**src/design/i2cmw_pkg.sv**
```systemverilog
// i2cmw_pkg: types and constants shared by the write-only I2C master
// used by i2cmw_fifo, i2c_master_write and i2cmw_checker; no dependencies
`default_nettype none

package i2cmw_pkg;

  // channel payload widths
  localparam int unsigned IN_DATA_W  = 32;
  localparam int unsigned IN_USER_W  = 2;
  localparam int unsigned OUT_DATA_W = 8;
  localparam int unsigned CFG_IDX_W  = 2;
  localparam int unsigned CFG_DATA_W = 16;

  // default depth of the byte buffer
  localparam int unsigned BUFFER_DEPTH_DEF = 16;

  // register reset values
  localparam logic [15:0] UNIT_TICKS_RST = 16'd100;
  localparam logic [7:0]  ACK_LIMIT_RST  = 8'd100;

  // bits per byte on the wire
  localparam logic [3:0] BITS_PER_BYTE = 4'd8;

  // command codes carried on in_tuser
  localparam logic [IN_USER_W-1:0] CMD_TICK  = 2'd0;
  localparam logic [IN_USER_W-1:0] CMD_START = 2'd1;
  localparam logic [IN_USER_W-1:0] CMD_PUSH  = 2'd2;

  // configuration register indexes
  localparam logic [CFG_IDX_W-1:0] REG_UNIT_TICKS = 2'd0;
  localparam logic [CFG_IDX_W-1:0] REG_ACK_LIMIT  = 2'd1;

  // completion codes
  localparam logic [1:0] ST_NONE     = 2'd0;
  localparam logic [1:0] ST_DONE     = 2'd1;
  localparam logic [1:0] ST_ADDR_NAK = 2'd2;
  localparam logic [1:0] ST_DATA_NAK = 2'd3;

  // bus sequencer phases
  typedef enum logic [3:0] {
    PH_IDLE,
    PH_START_HIGH,
    PH_START_LOW,
    PH_BIT_LOW,
    PH_BIT_HIGH,
    PH_ACK_RELEASE,
    PH_ACK_HIGH,
    PH_ACK_POLL,
    PH_BYTE_WAIT,
    PH_STOP_LOW,
    PH_STOP_HIGH,
    PH_STOP_DONE
  } phase_t;

  // byte buffer status towards the sequencer
  typedef struct packed {
    logic empty;
    logic full;
  } fifo_stat_t;

endpackage

`default_nettype wire

```
**src/design/i2cmw_fifo.sv**
```systemverilog
// i2cmw_fifo: byte buffer with a registered head byte for the I2C master
// depends on i2cmw_pkg
`default_nettype none

module i2cmw_fifo #(
  parameter int unsigned DEPTH = i2cmw_pkg::BUFFER_DEPTH_DEF
) (
  input  wire logic                   clk,
  input  wire logic                   rst_n,
  input  wire logic                   push,
  input  wire logic [7:0]             push_data,
  input  wire logic                   pop,
  output logic [7:0]                  head,
  output i2cmw_pkg::fifo_stat_t       stat,
  output logic                        full_nxt
);
  import i2cmw_pkg::*;

  localparam int unsigned AW = (DEPTH > 1) ? $clog2(DEPTH) : 1;
  localparam int unsigned CW = $clog2(DEPTH + 1);
  localparam logic [AW-1:0] LAST_IDX = AW'(DEPTH - 1);
  localparam logic [CW-1:0] FULL_CNT = CW'(DEPTH);

  logic [7:0]    mem [DEPTH];
  logic [AW-1:0] wr_idx_r, wr_idx_nxt;
  logic [AW-1:0] rd_idx_r, rd_idx_nxt;
  logic [CW-1:0] count_r, count_nxt;
  logic [7:0]    head_r;

  // pointer and fill count updates
  always_comb begin
    wr_idx_nxt = wr_idx_r;
    rd_idx_nxt = rd_idx_r;
    count_nxt  = count_r;
    if (push) begin
      wr_idx_nxt = (wr_idx_r == LAST_IDX) ? '0 : wr_idx_r + 1'b1;
    end
    if (pop) begin
      rd_idx_nxt = (rd_idx_r == LAST_IDX) ? '0 : rd_idx_r + 1'b1;
    end
    if (push && !pop) begin
      count_nxt = count_r + 1'b1;
    end else if (pop && !push) begin
      count_nxt = count_r - 1'b1;
    end
  end

  always_ff @(posedge clk) begin
    if (!rst_n) begin
      wr_idx_r <= '0;
      rd_idx_r <= '0;
      count_r  <= '0;
    end else begin
      wr_idx_r <= wr_idx_nxt;
      rd_idx_r <= rd_idx_nxt;
      count_r  <= count_nxt;
    end
  end

  // storage write
  always_ff @(posedge clk) begin
    if (push) begin
      mem[wr_idx_r] <= push_data;
    end
  end

  // registered head read, with the byte being written passed straight through
  always_ff @(posedge clk) begin
    if (push && (wr_idx_r == rd_idx_nxt)) begin
      head_r <= push_data;
    end else begin
      head_r <= mem[rd_idx_nxt];
    end
  end

  assign head       = head_r;
  assign stat.empty = (count_r == '0);
  assign stat.full  = (count_r == FULL_CNT);

  // full flag as it stands after this cycle's push or pop
  assign full_nxt   = (count_nxt == FULL_CNT);

endmodule

`default_nettype wire

```
**src/design/i2c_master_write.sv**
```systemverilog
// i2c_master_write: tick-driven I2C master for write transactions
// depends on i2cmw_pkg and i2cmw_fifo
//
// Usage
//   in_* channel: one item per transfer. in_tuser carries the command
//   (tick with SDA sample, start transaction, push data byte); in_tdata
//   carries slave address, byte count, data byte and the sampled SDA level.
//   out_* channel: exactly one result per accepted item, in order: SCL level,
//   SDA release, busy flag, completion status and buffer-full flag.
//   cfg_* channel: register writes (unit ticks, ACK poll limit), always ready;
//   write them only while no item is in flight.
// Timing
//   Each item is handled in one pass between the input and the result
//   register: its result appears in the cycle after acceptance, and one
//   item can be accepted every cycle while out_tready is high. The output
//   register is the only buffer: while a result waits and out_tready is low, in_tready is low too.
// Reset
//   Synchronous, active low: the sequencer goes idle with both lines low,
//   the buffer empties and the registers take their default values.
`default_nettype none

module i2c_master_write #(
  parameter int unsigned BUFFER_DEPTH = i2cmw_pkg::BUFFER_DEPTH_DEF
) (
  input  wire logic                              clk,
  input  wire logic                              rst_n,
  // input channel
  input  wire logic                              in_tvalid,
  output logic                                   in_tready,
  // [6:0] target_addr, [22:7] byte_count, [30:23] data_byte, [31] sda_in
  input  wire logic [i2cmw_pkg::IN_DATA_W-1:0]   in_tdata,
  // [1:0] cmd
  input  wire logic [i2cmw_pkg::IN_USER_W-1:0]   in_tuser,
  // result channel
  output logic                                   out_tvalid,
  input  wire logic                              out_tready,
  // [0] scl, [1] sda_release, [2] busy_res, [4:3] status, [5] buffer_full
  output logic [i2cmw_pkg::OUT_DATA_W-1:0]       out_tdata,
  // configuration write channel
  input  wire logic                              cfg_valid,
  output logic                                   cfg_ready,
  input  wire logic [i2cmw_pkg::CFG_IDX_W-1:0]   cfg_index,
  input  wire logic [i2cmw_pkg::CFG_DATA_W-1:0]  cfg_data
);
  import i2cmw_pkg::*;

  // input field views
  logic [IN_USER_W-1:0] cmd;
  logic [6:0]           target_addr;
  logic [15:0]          byte_count;
  logic [7:0]           data_byte;
  logic                 sda_in;

  assign cmd           = in_tuser;
  assign target_addr   = in_tdata[6:0];
  assign byte_count    = in_tdata[22:7];
  assign data_byte     = in_tdata[30:23];
  assign sda_in        = in_tdata[31];

  // handshake
  logic in_acc;
  logic out_valid_r;
  logic [OUT_DATA_W-1:0] out_data_r;

  assign in_tready = !out_valid_r || out_tready;
  assign in_acc    = in_tvalid && in_tready;

  // configuration registers
  logic [15:0] unit_ticks_r;
  logic [7:0]  ack_limit_r;

  assign cfg_ready = 1'b1;

  always_ff @(posedge clk) begin
    if (!rst_n) begin
      unit_ticks_r <= UNIT_TICKS_RST;
      ack_limit_r  <= ACK_LIMIT_RST;
    end else if (cfg_valid) begin
      unique case (cfg_index)
        REG_UNIT_TICKS: unit_ticks_r <= cfg_data;
        REG_ACK_LIMIT:  ack_limit_r  <= cfg_data[7:0];
        default: ;
      endcase
    end
  end

  // sequencer state
  phase_t      phase_r, phase_nxt;
  logic [15:0] delay_r, delay_nxt;
  logic        unit_r, unit_nxt;
  logic [3:0]  bit_idx_r, bit_idx_nxt;
  logic [7:0]  shift_r, shift_nxt;
  logic [15:0] bytes_left_r, bytes_left_nxt;
  logic [7:0]  poll_r, poll_nxt;
  logic        scl_r, scl_nxt;
  logic        sda_r, sda_nxt;
  logic        data_phase_r, data_phase_nxt;
  logic [1:0]  end_st_r, end_st_nxt;
  logic [1:0]  status;
  logic        pop;

  // byte buffer
  logic       push;
  logic [7:0] head;
  fifo_stat_t fstat;
  logic       full_after;

  assign push = in_acc && (cmd == CMD_PUSH) && !fstat.full;

  i2cmw_fifo #(
    .DEPTH(BUFFER_DEPTH)
  ) u_fifo (
    .clk      (clk),
    .rst_n    (rst_n),
    .push     (push),
    .push_data(data_byte),
    .pop      (pop),
    .head     (head),
    .stat     (fstat),
    .full_nxt (full_after)
  );

  // segment timing: unit length, zero acting as one
  logic [15:0] unit_lim;
  logic [16:0] delay_inc;
  logic        unit_end;
  logic        two_units;
  logic        seg_end;
  logic [8:0]  poll_inc;
  logic [7:0]  poll_lim;
  logic [3:0]  bit_inc;

  assign unit_lim  = (unit_ticks_r == '0) ? 16'd1 : unit_ticks_r;
  assign delay_inc = {1'b0, delay_r} + 17'd1;
  assign unit_end  = (delay_inc >= {1'b0, unit_lim});
  assign two_units = (phase_r == PH_START_HIGH) || (phase_r == PH_START_LOW) ||
                     (phase_r == PH_STOP_LOW)   || (phase_r == PH_STOP_DONE);
  assign seg_end   = unit_end && (!two_units || unit_r);
  assign poll_lim  = (ack_limit_r == '0) ? 8'd1 : ack_limit_r;
  assign poll_inc  = {1'b0, poll_r} + 9'd1;
  assign bit_inc   = bit_idx_r + 4'd1;

  // next state
  always_comb begin
    phase_nxt      = phase_r;
    delay_nxt      = delay_r;
    unit_nxt       = unit_r;
    bit_idx_nxt    = bit_idx_r;
    shift_nxt      = shift_r;
    bytes_left_nxt = bytes_left_r;
    poll_nxt       = poll_r;
    scl_nxt        = scl_r;
    sda_nxt        = sda_r;
    data_phase_nxt = data_phase_r;
    end_st_nxt     = end_st_r;
    pop            = 1'b0;

    if (in_acc && (cmd == CMD_START) && (phase_r == PH_IDLE)) begin
      // latch address with write bit clear and begin the start condition
      shift_nxt      = {target_addr, 1'b0};
      bytes_left_nxt = byte_count;
      data_phase_nxt = 1'b0;
      end_st_nxt     = ST_NONE;
      poll_nxt       = '0;
      bit_idx_nxt    = '0;
      phase_nxt      = PH_START_HIGH;
      scl_nxt        = 1'b1;
      sda_nxt        = 1'b1;
      delay_nxt      = '0;
      unit_nxt       = 1'b0;
    end else if (in_acc && (cmd == CMD_TICK)) begin
      // advance the timed segment of the timed phases
      if ((phase_r != PH_IDLE) && (phase_r != PH_ACK_POLL) &&
          (phase_r != PH_BYTE_WAIT)) begin
        delay_nxt = unit_end ? '0 : delay_inc[15:0];
        if (unit_end) begin
          unit_nxt = !seg_end;
        end
      end
      unique case (phase_r)
        PH_START_HIGH: begin
          if (seg_end) begin
            phase_nxt = PH_START_LOW;
            scl_nxt   = 1'b1;
            sda_nxt   = 1'b0;
          end
        end
        PH_START_LOW: begin
          if (seg_end) begin
            bit_idx_nxt = '0;
            phase_nxt   = PH_BIT_LOW;
            scl_nxt     = 1'b0;
            sda_nxt     = shift_r[7];
          end
        end
        PH_BIT_LOW: begin
          if (seg_end) begin
            phase_nxt = PH_BIT_HIGH;
            scl_nxt   = 1'b1;
          end
        end
        PH_BIT_HIGH: begin
          if (seg_end) begin
            shift_nxt   = {shift_r[6:0], 1'b0};
            bit_idx_nxt = bit_inc;
            if (bit_inc < BITS_PER_BYTE) begin
              phase_nxt = PH_BIT_LOW;
              scl_nxt   = 1'b0;
              sda_nxt   = shift_r[6];
            end else begin
              phase_nxt = PH_ACK_RELEASE;
              scl_nxt   = 1'b0;
              sda_nxt   = 1'b1;
            end
          end
        end
        PH_ACK_RELEASE: begin
          if (seg_end) begin
            phase_nxt = PH_ACK_HIGH;
            scl_nxt   = 1'b1;
            sda_nxt   = 1'b1;
          end
        end
        PH_ACK_HIGH: begin
          if (seg_end) begin
            phase_nxt = PH_ACK_POLL;
            poll_nxt  = '0;
          end
        end
        PH_ACK_POLL: begin
          if (!sda_in) begin
            // acknowledged: pull SCL low; next byte (or wait for one), or stop if none are left
            scl_nxt        = 1'b0;
            data_phase_nxt = 1'b1;
            if (bytes_left_r == '0) begin
              end_st_nxt = ST_DONE;
              phase_nxt  = PH_STOP_LOW;
              sda_nxt    = 1'b0;
              delay_nxt  = '0;
              unit_nxt   = 1'b0;
            end else if (fstat.empty) begin
              phase_nxt = PH_BYTE_WAIT;
            end else begin
              pop            = 1'b1;
              shift_nxt      = head;
              bytes_left_nxt = bytes_left_r - 16'd1;
              bit_idx_nxt    = '0;
              phase_nxt      = PH_BIT_LOW;
              sda_nxt        = head[7];
              delay_nxt      = '0;
              unit_nxt       = 1'b0;
            end
          end else begin
            poll_nxt = poll_inc[7:0];
            if (poll_inc >= {1'b0, poll_lim}) begin
              end_st_nxt = data_phase_r ? ST_DATA_NAK : ST_ADDR_NAK;
              phase_nxt  = PH_STOP_LOW;
              scl_nxt    = 1'b0;
              sda_nxt    = 1'b0;
              delay_nxt  = '0;
              unit_nxt   = 1'b0;
            end
          end
        end
        PH_BYTE_WAIT: begin
          if (!fstat.empty) begin
            pop            = 1'b1;
            shift_nxt      = head;
            bytes_left_nxt = bytes_left_r - 16'd1;
            bit_idx_nxt    = '0;
            phase_nxt      = PH_BIT_LOW;
            scl_nxt        = 1'b0;
            sda_nxt        = head[7];
            delay_nxt      = '0;
            unit_nxt       = 1'b0;
          end
        end
        PH_STOP_LOW: begin
          if (seg_end) begin
            phase_nxt = PH_STOP_HIGH;
            scl_nxt   = 1'b1;
            sda_nxt   = 1'b0;
          end
        end
        PH_STOP_HIGH: begin
          if (seg_end) begin
            phase_nxt = PH_STOP_DONE;
            scl_nxt   = 1'b1;
            sda_nxt   = 1'b1;
          end
        end
        PH_STOP_DONE: begin
          if (seg_end) begin
            phase_nxt = PH_IDLE;
          end
        end
        default: ;
      endcase
    end
  end

  // result outputs: status only on the tick that finishes the stop
  always_comb begin
    status = ST_NONE;
    if (in_acc && (cmd == CMD_TICK) && (phase_r == PH_STOP_DONE) && seg_end) begin
      status = end_st_r;
    end
  end

  always_ff @(posedge clk) begin
    if (!rst_n) begin
      phase_r      <= PH_IDLE;
      delay_r      <= '0;
      unit_r       <= 1'b0;
      bit_idx_r    <= '0;
      shift_r      <= '0;
      bytes_left_r <= '0;
      poll_r       <= '0;
      scl_r        <= 1'b0;
      sda_r        <= 1'b0;
      data_phase_r <= 1'b0;
      end_st_r     <= ST_NONE;
    end else begin
      phase_r      <= phase_nxt;
      delay_r      <= delay_nxt;
      unit_r       <= unit_nxt;
      bit_idx_r    <= bit_idx_nxt;
      shift_r      <= shift_nxt;
      bytes_left_r <= bytes_left_nxt;
      poll_r       <= poll_nxt;
      scl_r        <= scl_nxt;
      sda_r        <= sda_nxt;
      data_phase_r <= data_phase_nxt;
      end_st_r     <= end_st_nxt;
    end
  end

  // result register
  always_ff @(posedge clk) begin
    if (!rst_n) begin
      out_valid_r <= 1'b0;
    end else if (in_acc) begin
      out_valid_r <= 1'b1;
    end else if (out_tready) begin
      out_valid_r <= 1'b0;
    end
  end

  always_ff @(posedge clk) begin
    if (in_acc) begin
      out_data_r <= {2'b00, full_after, status, (phase_nxt != PH_IDLE), sda_nxt, scl_nxt};
    end
  end

  assign out_tvalid = out_valid_r;
  assign out_tdata  = out_data_r;

endmodule

`default_nettype wire

```
**config.mk**
```make
export PLATFORM = sky130hd
export DESIGN_NAME = i2c_master_write
export DESIGN_NICKNAME = d
export VERILOG_FILES = /design/src/design/i2cmw_pkg.sv /design/src/design/i2cmw_fifo.sv /design/src/design/i2c_master_write.sv
export SDC_FILE = /design/constraint.sdc
export NUM_CORES = 1
export LEC_CHECK = 0
export ABC_CLOCK_PERIOD_IN_PS = 6100
export BUFFER_PORTS_ARGS = -buffer_cell sky130_fd_sc_hd__buf_2
export CAP_MARGIN = 5
export CORE_UTILIZATION = 45
export CTS_CLUSTER_DIAMETER = 200
export DETAILED_ROUTE_END_ITERATION = 7
export SETUP_SLACK_MARGIN = 0.15
export SLEW_MARGIN = 20
export SYNTH_ARGS = -nofsm -noshare
export SYNTH_HDL_FRONTEND = slang
export SYNTH_HIERARCHICAL = 1
export SYNTH_SLANG_ARGS = --single-unit
```
**constraint.sdc**
```tcl
create_clock -name clk -period 6.1 [get_ports clk]
set_input_delay 0.915 -clock clk [delete_from_list [all_inputs] [get_ports clk]]
set_output_delay 0.915 -clock clk [all_outputs]
set_load 0.005 [all_outputs]
```
==> metrics.md <==
| Metric | Value |
|---|---|
| GPL Wtd Cong | 0.8579 |
| FF/Latch Area | 0.006107 sq mm |
| Final Hold Fails | 0 |
| Antenna-violating nets left | 0 |
| Cell count along the critical path | 13 |
| Net Sw Frac | 22.24% |
| Critical path startpoint category | flop |
| Share of layout cells above drive strength 1 | 15.94% |
| Chip height | 161.6 um |
| Worst R2R Path Depth | 13 |
| Antenna violations before repair | 0 |
| Outcome | finished, final reports clean |
| Post-synth EDFFs | 134 |
| FF-to-FF Start | delay_r[0] |
| Nets | 1188 |
| Worst reg-to-reg setup slack | 1630 ps |
| Vias in the first global route | 7730 |
| CTS tree | done |
| Origin of the worst setup path | delay_r[0] |
| Synth area leaders | edfxtp_1 35%, dfxtp_1 18%, mux4_2 6.3%, ha_1 3.8%, nand2_1 3.4% |
| DRC | 0 |
| Avg Synthesized Cell Area | 10.96 sq um |
| Pwr dens | 267.6 mW/mm^2 |
| Syn Std Cell Area | 0.01146 sq mm |
| Area leader, netlist | edfxtp_1 |
| Sequential area share after synthesis | 53.27% |
| Leakage power | 0.004605 uW |
| Sum of negative setup slack | 0 ps |
| Slew @ Worst Pin | 983.1 ps |
| RSZ-0062 raised after global routing | no |
| First-pass GRT wire length | 42460 um |
| # setup viols final | 0 |
| WL final | 26640 um |
| Asr flop ratio synth | 0% |
| Final worst-path cycle share | 73.20% |
| Synth warn | 6 |
| Initial Utilization | 45.65% |
| Cell mode on critical path | ha_1 |
| Crit Path Max Fanout | 11 |
| 1st-pass router iterations | 5 |
| Largest net degree at the start of global routing | 40 |
| Synth cell types | 78 |
| Arrival time worst endpoint | 4720 ps |
| Htree depth | 1 |
| Combinational share of power | 5.0% |
| Fmax | 0.2239 GHz |
| Wirelength per Cell | 18.41 um |
| Clock sink count | 238 |
| Worst VDD drop | 0.2265 mV |
| Fillers | 2265 |
| Antenna diode count | 0 |
| Clock power share | 45.0% |
| Total core area | 0.02511 sq mm |
| CTS buffer count | 27 |
| Dpl ws | 1714 ps |
| CTS root buffer | clkbuf_16 |
| Post-DR vias/cell | 5.605 |
| Multi-input gate area | 0.004980 sq mm |
| Setup ws final | 1635 ps |
| Required time of the worst setup path | 6360 ps |
| Slew headroom | 34.07% |
| #FFs+latches synth | 238 |
| Die area | 0.02611 sq mm |
| Clk Latency, worst-skew pair | 540 ps |
| NetSw | 768.5 uW |
| Critical path capture point | out_tdata[2] |
| Max_cap viols | 0 |
| Pint | 2686 uW |
| Drt initial violations | 619 |
| I/O pin count | 68 |
| Sequential power share | 50.0% |
| Reg2reg end | out_tdata[2] |
| Clock skew | 10.41 ps |
| Slew Viols, Final | 0 |
| Hold/Removal Path Class | flop to flop |
| Synthesis-to-finish area growth | 12.65% |
| Top cells by count, synth | 134 x edfxtp_1, 105 x nand2_1, 104 x dfxtp_1 |
| CP Class | flop to flop |
| Critical Path, Cell by Cell | ha_1 -> nand3_2 -> nor4_1 -> nand2_1 -> xnor2_1 -> ha_1 -> and3_1 -> a221oi_1 -> o211ai_2 -> o31ai_2 -> o21ai_0 -> o31ai_1 -> nand4_1 |
| Grt ovf | 0 |
| Crit path max-delay cell type | o31ai_2 |
| CTS Hold Bufs | 0 |
| Worst path bufs/invs | 0 |
| Post-DP HPWL | 18280 um |
| Total GRT Usage | 20.70% |
| Clock slew at reported path FFs | 60 ps |
| Setup Fix Bufs, Post-CTS | 0 |
| Area share of the largest cell type after synthesis | 35.11% |
| Row count | 58 |
| Longest Clk Path Bufs | 3 |
| CP max stage delay | 810 ps |
| Vias | 8110 |
| Most frequent cell after synthesis | edfxtp_1 |
| Main synth FF type | edfxtp_1 |
| Post-CTS Resized | 0 |
| CP endpoint kind | flop |
| Crit path time final | 4465 ps |
| Top Family by Delay on Critical Path | compound AO/OA/AOI/OAI gates |
| PortBufs | 64 |
| Gate Count Post-Synth | 1046 |
| Die Width | 161.6 um |
==> metal layers <==
layer | vias up | share of wire [%] | track usage [%]
met5 | - | 0 | 0
met4 | 0 | 1.6 | 4.974
met3 | 35 | 5.1 | 3.133
met2 | 192 | 45 | 31.50
met1 | 3928 | 49 | 30.92
li1 | 3955 | - | -
==> worst min-delay path, cell delays in order, from the launching register on <==
cell	delay [ps]
dfxtp_1	310
nand2_1	50
a21oi_1	50
==> power by group through the flow <==
stage               clock (uW)  combinational [uW]  sequential, uW
floorplan                    0                 103            1760
global route              1660                 192            1730
finish                    1550                 172            1730
global placement             0                 169            1760
detailed placement           0                 170            1760
CTS                       1590                 172            1730
==> cell usage in the layout, fill, tap and decap left out, types with 10 or more instances in the layout <==
cell type and count:
edfxtp_1 134, nand2_1 105, nor2_1 103, dfxtp_1 103, buf_2 64, a21oi_1 60, o21ai_0 52, inv_1 37
ha_1 35, mux4_2 32, and2_1 30, clkbuf_16 28, xnor2_1 26, nor3_1 26, nand3_1 22, a22oi_1 20
xor2_1 17, and3_1 12, buf_4 12, clkbuf_1 11, a31oi_1 10
==> state kept, by name (all words and copies together) (netlist names), 5 cells and up, named ones only <==
register,count
bytes_left_r,16
ack_limit_r,8
delay_r,16
poll_r,8
u_fifo/mem,128
u_fifo/count_r,5
shift_r,8
unit_ticks_r,16
out_tdata,6
==> worst min path at each step <==
stage,start,end,slack [ps],cells past startpoint
2_1_floorplan,end_st_r[1],end_st_r[1],430,2
3_3_place_gp,unit_ticks_r[0],unit_ticks_r[0],450,2
3_5_place_dp,shift_r[0],shift_r[0],450,2
4_1_cts,shift_r[0],shift_r[0],460,2
5_1_grt,data_phase_r,data_phase_r,490,2
6_report,shift_r[0],shift_r[0],460,2
==> metrics by stage <==
step                      instance area (sq um)  utilization (%)  power (uW)  std cells  hold slack (ps)
final                                     12910            51.43        3455       1447            463.9
after global routing                      12910            51.43        3580       1447            493.2
after CTS                                 12900            51.38        3488       1447            463.4
after detailed placement                  12040            47.96        1933       1397            451.6
after global placement                    12040            47.96        1932       1397            446.7
after floorplan                           11470                -        1862       1047            432.3
==> final cells by class <==
class,count,share of cell area [%]
Multi-Input combinational cell,715,38.57
Tap cell,330,3.198
Clock buffer,44,6.279
Inverter,38,1.105
Sequential cell,238,47.30
Timing Repair Buffer,76,3.178
Clock inverter,6,0.3779
==> cell families after synthesis <==
kind of cell | after synthesis | synth area share, %
multiplexers | 45 | 7.466
XOR/XNOR | 43 | 3.286
AO/OA/AOI/OAI | 222 | 12.90
flip-flops | 238 | 53.27
adder cells (fa/ha/maj) | 35 | 3.821
buffers and inverters | 94 | 3.460
AND/OR/NAND/NOR | 367 | 15.73
other | 2 | 0.06552
No activity file was read; power rests on OpenSTA's default activity.
